$ cat config.mk
export PLATFORM = sky130hd
export DESIGN_NAME = epsc_ram
export DESIGN_NICKNAME = d
export VERILOG_FILES = /design/src/rtl/epsc_ram.sv
export SDC_FILE = /design/constraint.sdc
export NUM_CORES = 1
export LEC_CHECK = 0
export CORE_ASPECT_RATIO = 0.9
export CORE_MARGIN = 8
export CORE_UTILIZATION = 40
export DETAILED_ROUTE_END_ITERATION = 16
export DONT_BUFFER_PORTS = 1
export HOLD_SLACK_MARGIN = 0.05
export SYNTH_ARGS = -nofsm -noshare
export SYNTH_HDL_FRONTEND = slang
export SYNTH_SLANG_ARGS = --single-unit
$ cat constraint.sdc
create_clock -name clk_i -period 2.3 [get_ports clk_i]
set_input_delay 0.46 -clock clk_i [delete_from_list [all_inputs] [get_ports clk_i]]
set_output_delay 0.46 -clock clk_i [all_outputs]
set_load 0.005 [all_outputs]
$ cat src/rtl/epsc_ram.sv
module epsc_ram #(
  parameter int unsigned WIDTH = 8,
  parameter int unsigned DEPTH = 16,
  localparam int unsigned AW = $clog2(DEPTH)
) (
  input  logic             clk_i,
  input  logic             we_i,
  input  logic [AW-1:0]    waddr_i,
  input  logic [WIDTH-1:0] wdata_i,
  input  logic [AW-1:0]    raddr_i,
  output logic [WIDTH-1:0] rdata_o
);

  logic [WIDTH-1:0] mem_q [DEPTH];
  logic [WIDTH-1:0] rdata_q;

  // one write port, one registered read port
  always_ff @(posedge clk_i) begin
    if (we_i) begin
      mem_q[waddr_i] <= wdata_i;
    end
    rdata_q <= mem_q[raddr_i];
  end

  assign rdata_o = rdata_q;

endmodule
==> flow_metrics.env, run 1 <==
export IMPL_ctsHoldBuffers=0
export IMPL_grt_use_total_pct=13.0
export IMPL_io_pins=26
export IMPL_drcViolationCount=0
export IMPL_critical_path_class="register to register"
export IMPL_crit_family="multiplexers"
export IMPL_synth_fp_nets=247
export IMPL_synth_top_cell_by_area="edfxtp_1"
export IMPL_h_tree_depth=4
export IMPL_cts_buffers=17
export IMPL_cp_max_fo=1
export IMPL_cts_resized_gates=0
export IMPL_avgSynthCellArea_um2=22.5
export IMPL_drv_cap=0
export IMPL_drt_iter0_drc=241
export IMPL_period_needed_ns=1.41
export IMPL_clkSinkCount=136
export IMPL_hold_start="wdata_i[0]"
export IMPL_setup_tns_ns=0
export IMPL_critPathMaxStageDelay_ns=0.55
export IMPL_insertion_delay_ns=0.41
export IMPL_nNetsFinal=273
export IMPL_dp_hpwl_um=6450
export IMPL_worstPathArrival_ns=1.68
export IMPL_ys_seq_elements=136
export IMPL_grt_pass1_wl_um=15500
export IMPL_hp_class="input port to register"
export IMPL_gp_congestion=0.727
export IMPL_antenna_found_initial=0
export IMPL_detail_route_antenna_nets=0
export IMPL_gr_total_overflow=0
export IMPL_instances_no_fill=432
export IMPL_r2r_start="mem_q[9][5]$_DFFE_PP_"
export IMPL_dp_cells=400
export IMPL_avgRoutedWirePerCell_um=23.8
export IMPL_yosysMostFrequentCell="edfxtp_1"
export IMPL_yosysTopAreaCellShare_pct=74.7
export IMPL_initial_core_util_pct=40.7
export IMPL_dieWidth_um=136
export IMPL_ys_async_sr_fraction_pct=0
export IMPL_ir_drop_mv=0.497
export IMPL_dr_pass1_iters=4
export IMPL_vias=2336
export IMPL_max_slew_margin_pct=60.3
export IMPL_synthCells=229
export IMPL_dieArea_um2=16800
export IMPL_worst_slew_pin_slew_ns=0.593
export IMPL_clk_pin_slew_worst_paths_ns=0.06
export IMPL_grt_pass1_vias=2509
export IMPL_yosysWarningCount=0
export IMPL_grt_max_degree=33
export IMPL_synth_area_leaders="edfxtp_1, mux4_2, mux4_1, dfxtp_1, a22oi_1"
export IMPL_rsz0062_at_grt="no"
export IMPL_yosysUniqueCellTypes=19
export IMPL_r2r_end="rdata_o[5]$_DFF_P_"
export IMPL_rows=39
export IMPL_viasPerCell=5.41
export IMPL_area_growth_pct=16.3
export IMPL_wl_um=10300
export IMPL_slew_viol_final=0
export IMPL_power_leakage_uw=0.00196
export IMPL_hold_path_depth=0
export IMPL_ys_flop_type="edfxtp_1"
export IMPL_synth_common_cells="edfxtp_1, mux4_2, a22oi_1, mux4_1, nor2_1"
export IMPL_end_kind="register"
export IMPL_max_freq_mhz=711
export IMPL_drive_gt1_share_pct=25.0
export IMPL_setup_viol=0
export IMPL_ys_seq_area_share_pct=77.8
export IMPL_required_ns=2.57
export IMPL_num_antenna_cells=0
export IMPL_cts_max_path_buffers=2
export IMPL_critPathLaunchType="register"
export IMPL_cts_tree="yes"
export IMPL_portBuffers=0
export IMPL_post_cts_setup_buffers=0
export IMPL_die_h_um=124
export IMPL_nFillCells=1009
export IMPL_syn_area_um2=5150
export IMPL_finalHoldViolations=0
export IMPL_power_density_nw_per_um2=940
export IMPL_path_buf_inv=0
export IMPL_finClkSkew_ns=0.00504
export IMPL_cp_slowest_cell="mux4_1"
export IMPL_fp_coreArea_um2=12600
export IMPL_crit_chain="mux4_1 > a22oi_1 > nand2_1"
export IMPL_min_period_over_period_pct=61.1
export IMPL_outcome="complete, no violations"
export IMPL_worst_hold_path_endpoint="mem_q[8][0]$_DFFE_PP_"
export IMPL_rr_worst_depth=3
export IMPL_rrSetupSlack_ns=0.89
export IMPL_synth_edf_count=128
export IMPL_cts_root_buf="clkbuf_16"
-- state kept, by name (all words and copies together) (netlist names) --
name,count
mem_q,128
rdata_o,8
-- how the worst max path moves through the flow --
stage	startpoint	to	slack (ns)	depth (start not counted)
after floorplan	waddr_i[2]	mem_q[0][0]$_DFFE_PP_	0.35	2
after global placement	waddr_i[2]	mem_q[0][1]$_DFFE_PP_	0.69	3
after detailed placement	waddr_i[2]	mem_q[0][2]$_DFFE_PP_	0.67	3
after CTS	mem_q[8][2]$_DFFE_PP_	rdata_o[2]$_DFF_P_	0.88	3
after global routing	mem_q[9][5]$_DFFE_PP_	rdata_o[5]$_DFF_P_	0.83	3
final	mem_q[9][5]$_DFFE_PP_	rdata_o[5]$_DFF_P_	0.89	3
-- power breakdown --
group          total [uW]  internal (uW)  switching (uW)
Clock                2680           1620            1060
Combinational         154           84.8            68.8
Sequential           2790           2770            22.9
Total                5630           4480            1150
-- worst register-to-register path, stage by stage, from the launching register on --
cell and delay (ns):
edfxtp_1 0.37, mux4_1 0.55, a22oi_1 0.23, nand2_1 0.13
-- logic make-up (layout without fill, tap and decap cells) --
kind of cell | Yosys count | count (layout) | synth area share (%)
flops | 136 | 136 | 77.8
mux | 32 | 32 | 15.0
buf+inv | 10 | 49 | 1.68
compound gates | 16 | 16 | 2.33
simple gates | 35 | 35 | 3.18
-- placed cells by master, fill, tap and decap left out --
master,synthesis,final
nor2b_1,1,1
nor3_1,4,4
mux4_2,18,18
clkinv_4,0,1
inv_8,0,1
nand3b_1,2,2
or3b_2,1,1
edfxtp_1,128,128
clkbuf_16,0,17
a22oi_1,16,16
mux4_1,14,14
nand3_1,1,1
buf_4,1,17
nand2b_1,2,2
dfxtp_1,8,8
and2_1,1,1
clkinv_1,0,1
nand2_1,9,9
inv_6,0,6
nor2_1,13,13
and2b_1,1,1
bufinv_16,0,2
clkinvlp_4,0,4
-- routing by layer --
layer,up-vias,wire (um),global-route usage [%],share of wire (%)
li1,1027,-,-,-
met1,1239,4560,16.5,44
met2,64,4980,20.2,48
met3,6,688,5.12,6.7
met4,0,46,4.57,0.45
met5,-,0,0,0
-- area by class of cell --
class	count	area, um2	share of cell area (%)
Sequential cell	136	4000	66.9
Multi-Input combinational cell	83	1060	17.7
Clock buffer	17	425	7.11
Tap cell	164	205	3.43
Clock inverter	15	166	2.78
Timing Repair Buffer	17	128	2.13
-- metrics by stage --
step | power [uW] | hold slack [ns] | setup slack, ns | utilization (%) | area [um2]
detailed placement | 3000 | 0.560 | 0.666 | 42.7 | 5390
finish | 5630 | 0.144 | 0.894 | 47.4 | 5990
global route | 5790 | 0.119 | 0.831 | 47.4 | 5990
CTS | 5670 | 0.127 | 0.879 | 47.4 | 5990
global placement | 3000 | 0.560 | 0.685 | 42.7 | 5390
floorplan | 2980 | 0.559 | 0.347 | - | 5150
No activity file was read; power rests on OpenSTA's default activity.
==> run 2, diff against run 1 <==
==> constraint.sdc (replaced) <==
create_clock -name clk_i -period 1.25 [get_ports clk_i]
set_input_delay 0.25 -clock clk_i [delete_from_list [all_inputs] [get_ports clk_i]]
set_output_delay 0.25 -clock clk_i [all_outputs]
set_load 0.005 [all_outputs]
==> flow_metrics.env, run 2 (synthesis results as in run 1) <==
export IMPL_place_ws_ns=-0.131
export IMPL_worst_slew_pin_slew_ns=0.794
export IMPL_crit_chain="mux4_2 > a22oi_2 > nand2_1"
export IMPL_h_tree_depth=4
export IMPL_hp_class="input port to register"
export IMPL_cp_slowest_cell="mux4_2"
export IMPL_die_h_um=124
export IMPL_regMostFlops="mem_q"
export IMPL_grt_max_degree=33
export IMPL_clk_pin_slew_worst_paths_ns=0.05
export IMPL_post_cts_setup_buffers=0
export IMPL_cts_buffers=17
export IMPL_drt_iter0_drc=276
export IMPL_wl_um=10200
export IMPL_slew_viol_final=0
export IMPL_nFillCells=1011
export IMPL_vias=2344
export IMPL_power_density_nw_per_um2=1680
export IMPL_most_common_layout_cells="edfxtp_1, mux4_2, clkbuf_16, buf_4, nor2_1"
export IMPL_layout_commonest_cell="edfxtp_1"
export IMPL_dr_pass1_iters=4
export IMPL_num_antenna_cells=0
export IMPL_power_leakage_uw=0.00194
export IMPL_period_needed_ns=1.31
export IMPL_setup_slack_ns=-0.0637
export IMPL_grt_use_total_pct=13.1
export IMPL_io_pins=26
export IMPL_initial_core_util_pct=40.7
export IMPL_dieArea_um2=16800
export IMPL_max_freq_mhz=761
export IMPL_max_slew_margin_pct=47.0
export IMPL_antenna_found_initial=0
export IMPL_critPathMaxStageDelay_ns=0.51
export IMPL_gr_total_overflow=0
export IMPL_end_kind="register"
export IMPL_area_growth_pct=17.7
export IMPL_fp_coreArea_um2=12600
export IMPL_critPathLaunchType="register"
export IMPL_ir_drop_mv=1.50
export IMPL_worstPathArrival_ns=1.60
export IMPL_largest_register_ffs=128
export IMPL_nNetsFinal=279
export IMPL_min_period_over_period_pct=105
export IMPL_critical_path_class="register to register"
export IMPL_finalHoldViolations=0
export IMPL_rsz0062_at_grt="yes"
export IMPL_viasPerCell=5.35
export IMPL_cts_root_buf="clkbuf_16"
export IMPL_clkSinkCount=136
export IMPL_setup_viol=6
export IMPL_drcViolationCount=0
export IMPL_dp_hpwl_um=6260
export IMPL_portBuffers=0
export IMPL_drive_gt1_share_pct=33.9
export IMPL_insertion_delay_ns=0.41
export IMPL_outcome="finished, violations left"
export IMPL_grt_pass1_wl_um=15500
export IMPL_drv_cap=0
export IMPL_violations="negative setup slack"
export IMPL_gp_congestion=0.682
export IMPL_avgRoutedWirePerCell_um=23.4
export IMPL_dieWidth_um=136
export IMPL_cp_max_fo=1
export IMPL_dp_cells=398
export IMPL_detail_route_antenna_nets=0
export IMPL_finClkSkew_ns=0.0103
export IMPL_required_ns=1.54
export IMPL_cts_max_path_buffers=2
export IMPL_grt_pass1_vias=2494
export IMPL_instances_no_fill=438
export IMPL_cts_tree="yes"
export IMPL_rows=39
[run 2: path summary, 6_finish.rpt]
check        slack, ns            endpoint                    from  cells past startpoint
min               0.16  rdata_o[0]$_DFF_P_              raddr_i[1]                      3
max              -0.06  rdata_o[6]$_DFF_P_   mem_q[0][6]$_DFFE_PP_                      3
max reg2reg      -0.06  rdata_o[6]$_DFF_P_   mem_q[0][6]$_DFFE_PP_                      3
min reg2reg       0.67  rdata_o[0]$_DFF_P_  mem_q[13][0]$_DFFE_PP_                      3
[run 2: layer usage]
layer	up-vias	track usage [%]	part of all wire, %
met5	-	0	0
met4	0	4.57	0.68
met3	8	4.40	9.1
met2	83	19.0	46
met1	1227	18.1	44
li1	1026	-	-
[run 2: layout make-up]
cell class,count,area (um2),area share [%]
clock buffer,23,488,8.05
clock inverter,9,72.6,1.20
multi-input combinational,83,1100,18.1
sequential,136,4000,66.1
tap,164,205,3.39
timing repair buffer,23,193,3.18
[run 2: stage by stage]
step / area [um2] / hold slack [ns] / setup TNS (ns) / utilization, % / power, uW
3_5_place_dp: 5380 / 0.350 / -3.49 / 42.6 / 5540
6_report: 6060 / 0.157 / -0.197 / 47.9 / 10200
5_1_grt: 6060 / 0.157 / -0.673 / 47.9 / 10500
2_1_floorplan: 5180 / 0.349 / -1.54 / - / 5510
3_3_place_gp: 5380 / 0.350 / -3.34 / 42.6 / 5530
4_1_cts: 6050 / 0.140 / -0.254 / 47.9 / 10300
[run 2: worst max-delay path: cells and delay by family, from the launching register on]
kind	cells	cell delay, ns
mux	1	0.51
flops	1	0.37
simple gates	1	0.10
compound gates	1	0.21
[run 2: where the power goes]
part | internal (uW) | switching, uW | leakage (uW)
sequential | 5100 | 37.0 | 0.00122
combinational | 188 | 201 | 0.000438
clock | 2920 | 1720 | 0.000282
[run 2: what timing repair did]
item                                   in CTS  in global routing
gates cloned                                0                  0
setup endpoints to repair                   8                  8
pin swaps                                   3                  0
resized for setup                           8                  1
hold buffers                                8                  0
endpoints found under the hold margin     128                  0
==> run 3, diff against run 2 <==
--- a/config.mk
+++ b/config.mk
@@ -5,12 +5,15 @@
 export SDC_FILE = /design/constraint.sdc
 export NUM_CORES = 1
 export LEC_CHECK = 0
+export CELL_PAD_IN_SITES_DETAIL_PLACEMENT = 1
+export CELL_PAD_IN_SITES_GLOBAL_PLACEMENT = 2
 export CORE_ASPECT_RATIO = 0.9
 export CORE_MARGIN = 8
-export CORE_UTILIZATION = 40
+export CORE_UTILIZATION = 45
 export DETAILED_ROUTE_END_ITERATION = 16
 export DONT_BUFFER_PORTS = 1
 export HOLD_SLACK_MARGIN = 0.05
+export PLACE_DENSITY_LB_ADDON = 0.1
 export SYNTH_ARGS = -nofsm -noshare
 export SYNTH_HDL_FRONTEND = slang
 export SYNTH_SLANG_ARGS = --single-unit
==> flow_metrics.env, run 3 (synthesis results as in run 1) <==
export IMPL_post_cts_setup_buffers=0
export IMPL_clk_pin_slew_worst_paths_ns=0.06
export IMPL_vias=2376
export IMPL_outcome="finished, violations left"
export IMPL_grt_pass1_wl_um=16700
export IMPL_worst_slew_pin_slew_ns=0.972
export IMPL_portBuffers=0
export IMPL_use_met1_pct=20.9
export IMPL_power_leakage_uw=0.00195
export IMPL_io_pins=26
export IMPL_p_sw_share_pct=19.5
export IMPL_layout_commonest_cell="edfxtp_1"
export IMPL_h_tree_depth=4
export IMPL_area_growth_pct=18.8
export IMPL_rsz0062_at_grt="yes"
export IMPL_worstPathArrival_ns=1.61
export IMPL_dieWidth_um=129
export IMPL_r2r_start="mem_q[0][2]$_DFFE_PP_"
export IMPL_p_seq_share_pct=48.1
export IMPL_final_util_pct=54.2
export IMPL_slew_viol_final=0
export IMPL_critPathLaunchType="register"
export IMPL_clkSinkCount=136
export IMPL_nFillCells=991
export IMPL_min_period_over_period_pct=106
export IMPL_cts_buffers=17
export IMPL_place_ws_ns=-0.123
export IMPL_crit_path_start="mem_q[0][2]$_DFFE_PP_"
export IMPL_drv_cap=0
export IMPL_dr_pass1_iters=4
export IMPL_drt_iter0_drc=252
export IMPL_cp_max_fo=1
export IMPL_die_h_um=117
export IMPL_regMostFlops="mem_q"
export IMPL_grt_pass1_vias=2582
export IMPL_cp_slowest_cell="mux4_2"
export IMPL_power_density_nw_per_um2=1750
export IMPL_grtUsageMet3_pct=5.34
export IMPL_internal_power_uw=8610
export IMPL_max_slew_margin_pct=34.9
export IMPL_end_kind="register"
export IMPL_finClkSkew_ns=0.00563
export IMPL_largest_register_ffs=128
export IMPL_dieArea_um2=15100
export IMPL_antenna_found_initial=2
export IMPL_setup_slack_ns=-0.0698
export IMPL_crit_family="multiplexers"
export IMPL_hold_start="raddr_i[1]"
export IMPL_initial_core_util_pct=45.6
export IMPL_drive_gt1_share_pct=33.7
export IMPL_grt_max_degree=33
export IMPL_ir_drop_mv=1.10
export IMPL_nNetsFinal=281
export IMPL_required_ns=1.54
export IMPL_top_usage_layer="met2"
export IMPL_gr_total_overflow=0
export IMPL_max_freq_mhz=758
export IMPL_pwr_share_comb_pct=3.7
export IMPL_avgRoutedWirePerCell_um=25.6
export IMPL_wl_um=11100
export IMPL_cts_tree="yes"
export IMPL_viasPerCell=5.49
export IMPL_rows=37
export IMPL_crit_chain="mux4_2 > a22oi_2 > nand2_1"
export IMPL_cts_root_buf="clkbuf_16"
export IMPL_drcViolationCount=0
export IMPL_hp_class="input port to register"
export IMPL_p_sw_uw=2080
export IMPL_violations="negative setup slack"
export IMPL_detail_route_antenna_nets=0
export IMPL_critPathMaxStageDelay_ns=0.49
export IMPL_clockPowerShare_pct=48.2
export IMPL_gp_congestion=0.772
export IMPL_finalHoldViolations=0
export IMPL_insertion_delay_ns=0.41
export IMPL_path_buf_inv=0
export IMPL_fp_coreArea_um2=11300
export IMPL_grt_use_total_pct=15.6
export IMPL_cts_max_path_buffers=2
export IMPL_met2_usage_pct=22.7
export IMPL_most_common_layout_cells="edfxtp_1, mux4_2, clkbuf_16, buf_4, nor2_1"
export IMPL_p_total_uw=10700
export IMPL_dp_hpwl_um=6710
export IMPL_period_needed_ns=1.32
export IMPL_critical_path_class="register to register"
export IMPL_setup_viol=7
run 3: through the flow:
step	std cells	hold slack [ns]	setup TNS, ns	instance area [um2]
after detailed placement	392	0.350	-3.91	5390
after global placement	392	0.350	-2.84	5390
final	433	0.147	-0.239	6120
after floorplan	229	0.349	-1.54	5180
after CTS	432	0.119	-0.250	6110
after global routing	433	0.142	-0.565	6120
run 3: worst paths after layout:
kind / end / slack, ns / cells after the start
max: rdata_o[2]$_DFF_P_ / -0.07 / 3
min reg2reg: rdata_o[0]$_DFF_P_ / 0.68 / 3
max reg2reg: rdata_o[2]$_DFF_P_ / -0.07 / 3
min: rdata_o[0]$_DFF_P_ / 0.15 / 3
run 3: layer usage:
layer / up-vias / wire (um) / share of wire, %
met1: 1254 / 4820 / 44
met5: - / 13 / 0.12
met4: 2 / 138 / 1.2
met2: 77 / 5360 / 48
met3: 13 / 739 / 6.7
li1: 1030 / - / -
run 3: layout make-up:
cell class | count | area, um2 | area share (%)
Clock buffer | 19 | 433 | 7.08
Sequential cell | 136 | 4000 | 65.5
Timing Repair Buffer | 25 | 208 | 3.40
Tap cell | 156 | 195 | 3.19
Antenna cell | 1 | 2.50 | 0.0409
Clock inverter | 13 | 179 | 2.92
Multi-Input combinational cell | 83 | 1100 | 17.9
run 3: tightest hold or removal path, cell delays in order:
cell	delay [ns]
mux4_2	0.16
a22oi_1	0.06
nand2_1	0.05
run 3: what timing repair did:
| action | in CTS | in global routing |
|---|---|---|
| hold buffers | 8 | 0 |
| cloned | 0 | 0 |
| setup endpoints to repair | 8 | 8 |
| endpoints found under the hold margin | 128 | 0 |
| resized for setup | 9 | 0 |
| pin swaps | 4 | 1 |
run 3: power by group through the flow:
stage                     clock (uW)  sequential [uW]  combinational, uW
after CTS                       5230             5140                401
after global placement             0             5230                293
final                           5150             5140                395
after global routing            5380             5150                423
after detailed placement           0             5240                297
after floorplan                    0             5220                291
